File: src/rtl/bfiq_mod.sv
`timescale 1ns / 1ps
// ---------------------------------------------------------------------------
// bfiq_mod
// Iterative remainder unit: 32-bit dividend, one quotient bit per cycle.
// ---------------------------------------------------------------------------
module bfiq_mod #(
    parameter int SW = 17
) (
    input  logic          i_clk,
    input  logic          i_rst_n,
    input  logic          i_start,
    input  logic [31:0]   i_dividend,
    input  logic [SW-1:0] i_divisor,
    output logic          o_done,
    output logic [SW-1:0] o_rem
);

    logic          r_busy;
    logic [4:0]    r_cnt;
    logic [31:0]   r_dvd;
    logic [SW-1:0] r_rem;
    logic [SW-1:0] r_div;
    logic          r_done;
    logic [SW:0]   w_trial;
    logic [SW-1:0] n_rem;

    always_comb begin
        w_trial = {r_rem, r_dvd[31]};
        if (w_trial >= {1'b0, r_div}) begin
            n_rem = SW'(w_trial - {1'b0, r_div});
        end else begin
            n_rem = w_trial[SW-1:0];
        end
    end

    always_ff @(posedge i_clk) begin
        if (!i_rst_n) begin
            r_busy <= 1'b0;
            r_done <= 1'b0;
            r_cnt  <= '0;
        end else begin
            r_done <= 1'b0;
            if (i_start) begin
                r_busy <= 1'b1;
                r_cnt  <= '0;
                r_dvd  <= i_dividend;
                r_div  <= i_divisor;
                r_rem  <= '0;
            end else if (r_busy) begin
                r_rem <= n_rem;
                r_dvd <= {r_dvd[30:0], 1'b0};
                r_cnt <= r_cnt + 5'd1;
                if (r_cnt == 5'd31) begin
                    r_busy <= 1'b0;
                    r_done <= 1'b1;
                end
            end
        end
    end

    assign o_done = r_done;
    assign o_rem  = r_rem;

endmodule

File: config.mk
export PLATFORM = sky130hd
export DESIGN_NAME = bfiq_mod
export DESIGN_NICKNAME = d
export VERILOG_FILES = /design/src/rtl/bfiq_mod.sv
export SDC_FILE = /design/constraint.sdc
export NUM_CORES = 1
export LEC_CHECK = 0
export BUFFER_PORTS_ARGS = -buffer_cell sky130_fd_sc_hd__buf_2
export CAP_MARGIN = 20
export CORE_UTILIZATION = 45
export DETAILED_ROUTE_END_ITERATION = 8
export PLACE_DENSITY = 0.67
export SLEW_MARGIN = 0
export SYNTH_ARGS = -nofsm -noshare
export SYNTH_HDL_FRONTEND = slang
export SYNTH_SLANG_ARGS = --single-unit
File: constraint.sdc
create_clock -name i_clk -period 5.6 [get_ports i_clk]
set_input_delay 0.28 -clock i_clk [delete_from_list [all_inputs] [get_ports i_clk]]
set_output_delay 0.28 -clock i_clk [all_outputs]
set_load 0.01 [all_outputs]
==> impl_results.md <==
* Outcome: completed
* Core ar. at 8260 µm²
* Clock-pin slew on the worst setup and hold paths at 90 ps
* Area grow syn2layout at 15.3%
* Gpl congestion at 0.891
* Sw frac at 29.2%
* Vias after detailed routing at 2,593
* Final setup viols at 0
* P per Cell Area at 298 nW/µm²
* Combinational share of power at a little under a quarter
* Post-CTS Resized at 0
* Post-layout util at between 50% and 60%
* Post-DP HPWL at 5120 µm
* Final Hold Fails at 0
* Fin area at ~4500 µm²
* WL final at between 7000 and 8000 µm
* Seq/Total Area, Yosys at between 50% and 60%
* CP max FO at 16
* Fill cells at approximately 750
* Starting density of the core at 46.9%
* Dominant synthesized flop cell: edfxtp_1
* Leak pwr at 1.84 nW
* Max-slew violation count at 0
* Yosys top cell by area: edfxtp_1
* Headroom to the max-slew limit at between 40 and 50%
* Drt pass-1 iters at 4
* Max_cap viols at 0
* Layout cells sized above 1 at 32.9%
* Clk Latency, worst-skew pair at between 300 and 400 ps
* Minimum clock period at about 3000 ps
* P_int at 942 µW
* Clock share of power at 27.3%
* Cts hold-fix bufs at 0
* CTS tree: built
* Startpoint class of the critical path: flip-flop
* Avg Inst Size Synth at 12.6 µm²
* Via/cell ratio at 5.28
* Die ar. at 8980 µm²
* CTS Buffer Depth at 2
* Yosys synthesis warning count at 0
* Setup TNS at 0 ps
* HP Class: in2reg
* Port Buffers at 69
* Seq pwr share at 50.0%
* NetSw at 388 µW
* Row cnt at 33
* Cell Area, Synth at a little under 4000 µm²
* Routed wire per std cell at between 10 and 15 µm
* Worst VDD drop at 0.148 mV
* Gate Count Post-Synth at approximately 310
* Total grt overflow at 0
* Slowest-stage cell, CP: a211o_1
* Antenna-violating nets left at 0
* GR Util All Layers at 17.6%
* Vias in the first global route at around 2,500
* Final #Nets at 453
* RSZ-0062 raised after global routing: false
* CP Capture Type: flip-flop
* Crit path DAT at 3080 ps
* Initial antenna violation count at 0
* Synth async-reset ratio at 0%
* CP required at 5680 ps
* Die height at 94.8 µm
* Fmax at 0.333 GHz
* Crit path largest cell delay at 590 ps
* I/O pin count at 70
* First-pass GRT wire length at 11,800 µm
* Yosys cell types at roughly 50
* Die W at 94.8 µm
* Critical-path cell list: inv_1 > ha_1 > inv_1 > fa_1 > a21o_1 > a311oi_2 > a2111oi_4 > a211o_1 > mux2i_1 > nor2_1
* Clock sinks at 73
* Antenna diode count at 0
* Clk root buf: clkbuf_8
* Post-CTS setup buffers at 0
* Yosys top cell area share at 51.2%
* Synth top area cells: edfxtp_1 (51%), mux2_2 (9.0%), ha_1 (6.1%)
* Drt initial violations at around 110
* Slew @ Worst Pin at 827 ps
* Pin count of the biggest net entering global routing at 51
* Total CTS buffers at 9
* DRC Markers at 0
* Placed cell area at 4300 µm²
* Ratio of final minimum period to clock period at about 54%
* EDFF count, synth at between 60 and 70
* Seq cells post-synth at between 70 and 80
* H-tree levels at 3
* Post-synth net total at 380
* Skew final at 11.8 ps
* Setup Crit Path Kind: reg2reg
* CP dominant cell by count: inv_1
-- power groups by stage --
stage | Clock, mW | Combinational [mW] | Sequential, mW
after floorplan | 0 | 0.227 | 0.678
after global placement | 0 | 0.298 | 0.677
after detailed placement | 0 | 0.302 | 0.678
after CTS | 0.374 | 0.304 | 0.666
after global routing | 0.394 | 0.339 | 0.670
final | 0.363 | 0.303 | 0.665
-- per-stage QoR --
step / instances / setup slack (ps) / total power, mW / hold WS (ps)
finish: 491 / 2600 / 1.33 / 97.2
global route: 491 / 2360 / 1.40 / 85.3
CTS: 491 / 2600 / 1.34 / 84.2
detailed placement: 475 / 2620 / 0.980 / 458
global placement: 475 / 2650 / 0.974 / 458
floorplan: 308 / 2920 / 0.905 / 379
-- cell families (layout without fill, tap and decap cells) --
family	count (synthesis)	in the layout	synth area share, %
adders and majority gates	20	20	6.66
xor gates and xnor gates	14	14	3.17
AOI/OAI and AO/OA	66	66	12.1
buffers and inverters	29	107	3.59
DFF	73	73	54.8
muxes	42	42	11.9
and+or+nand+nor	64	64	7.85
-- metal layers --
layer | share of wire, % | vias to the layer above | global-route usage, % | wire length (µm)
met5 | 0 | - | 0 | 0
met4 | 1.9 | 0 | 7.83 | 142
met3 | 8.3 | 15 | 5.72 | 605
met2 | 45 | 81 | 27.2 | 3300
met1 | 45 | 1206 | 22.6 | 3270
li1 | - | 1291 | - | -
-- cell type report --
cell class	instances	area, µm²	area share [%]
repair buffers	71	360	8.07
inverters	20	75.1	1.68
clock inverters	5	32.5	0.729
multi-input cells	206	1610	36.1
clock buffers	11	131	2.94
flip-flops and latches	73	2120	47.5
well taps	105	131	2.94
-- flip-flops by register name, indices dropped and copies added (netlist names) --
register,count
r_busy,1
r_div,17
o_done,1
o_rem,17
r_dvd,32
r_cnt,5
-- final timing paths --
check	startpoint	to	slack, ps	cells past startpoint
setup / recovery	r_dvd[31]	o_rem[6]	2600	10
hold / removal	i_divisor[2]	r_div[2]	100	1
setup reg to reg	r_dvd[31]	o_rem[6]	2600	10
hold reg to reg	r_cnt[3]	r_cnt[3]	530	2
-- placed cells by master, fill, tap and decap left out, drive strengths merged, types with 4 or more instances in the layout --
master	count
dfxtp	7
buf	71
edfxtp	66
nor2	21
clkinv	5
o21a	6
and3	4
a21o	7
mux2i	11
inv	20
mux2	31
o21ai	12
clkbuf	11
ha	19
a21oi	21
nand3	4
nand2	20
xnor2	7
xor2	7
a211oi	4
-- critical path, delay by kind of cell (launching register included) --
| family | cells | cell delay (ps) |
|---|---|---|
| multiplexers | 1 | 260 |
| AO/OA/AOI/OAI | 4 | 1360 |
| flip-flops | 1 | 390 |
| AND/OR/NAND/NOR | 1 | 60 |
| buffers and inverters | 2 | 120 |
| adder cells (fa/ha/maj) | 2 | 540 |
-- Yosys cell counts (4+ instances only) --
master and n:
ha_1 19, o21ai_0 8, o21ai_1 4, edfxtp_1 66
mux2_2 31, nand3_1 4, inv_1 20, clkbuf_1 4
xnor2_1 7, dfxtp_1 7, nor2_1 20, a21oi_1 21
xor2_1 7, and3_1 4, nand2_1 19, a21o_1 6
mux2i_1 11, o21a_1 6
No activity file was read; power rests on OpenSTA's default activity.
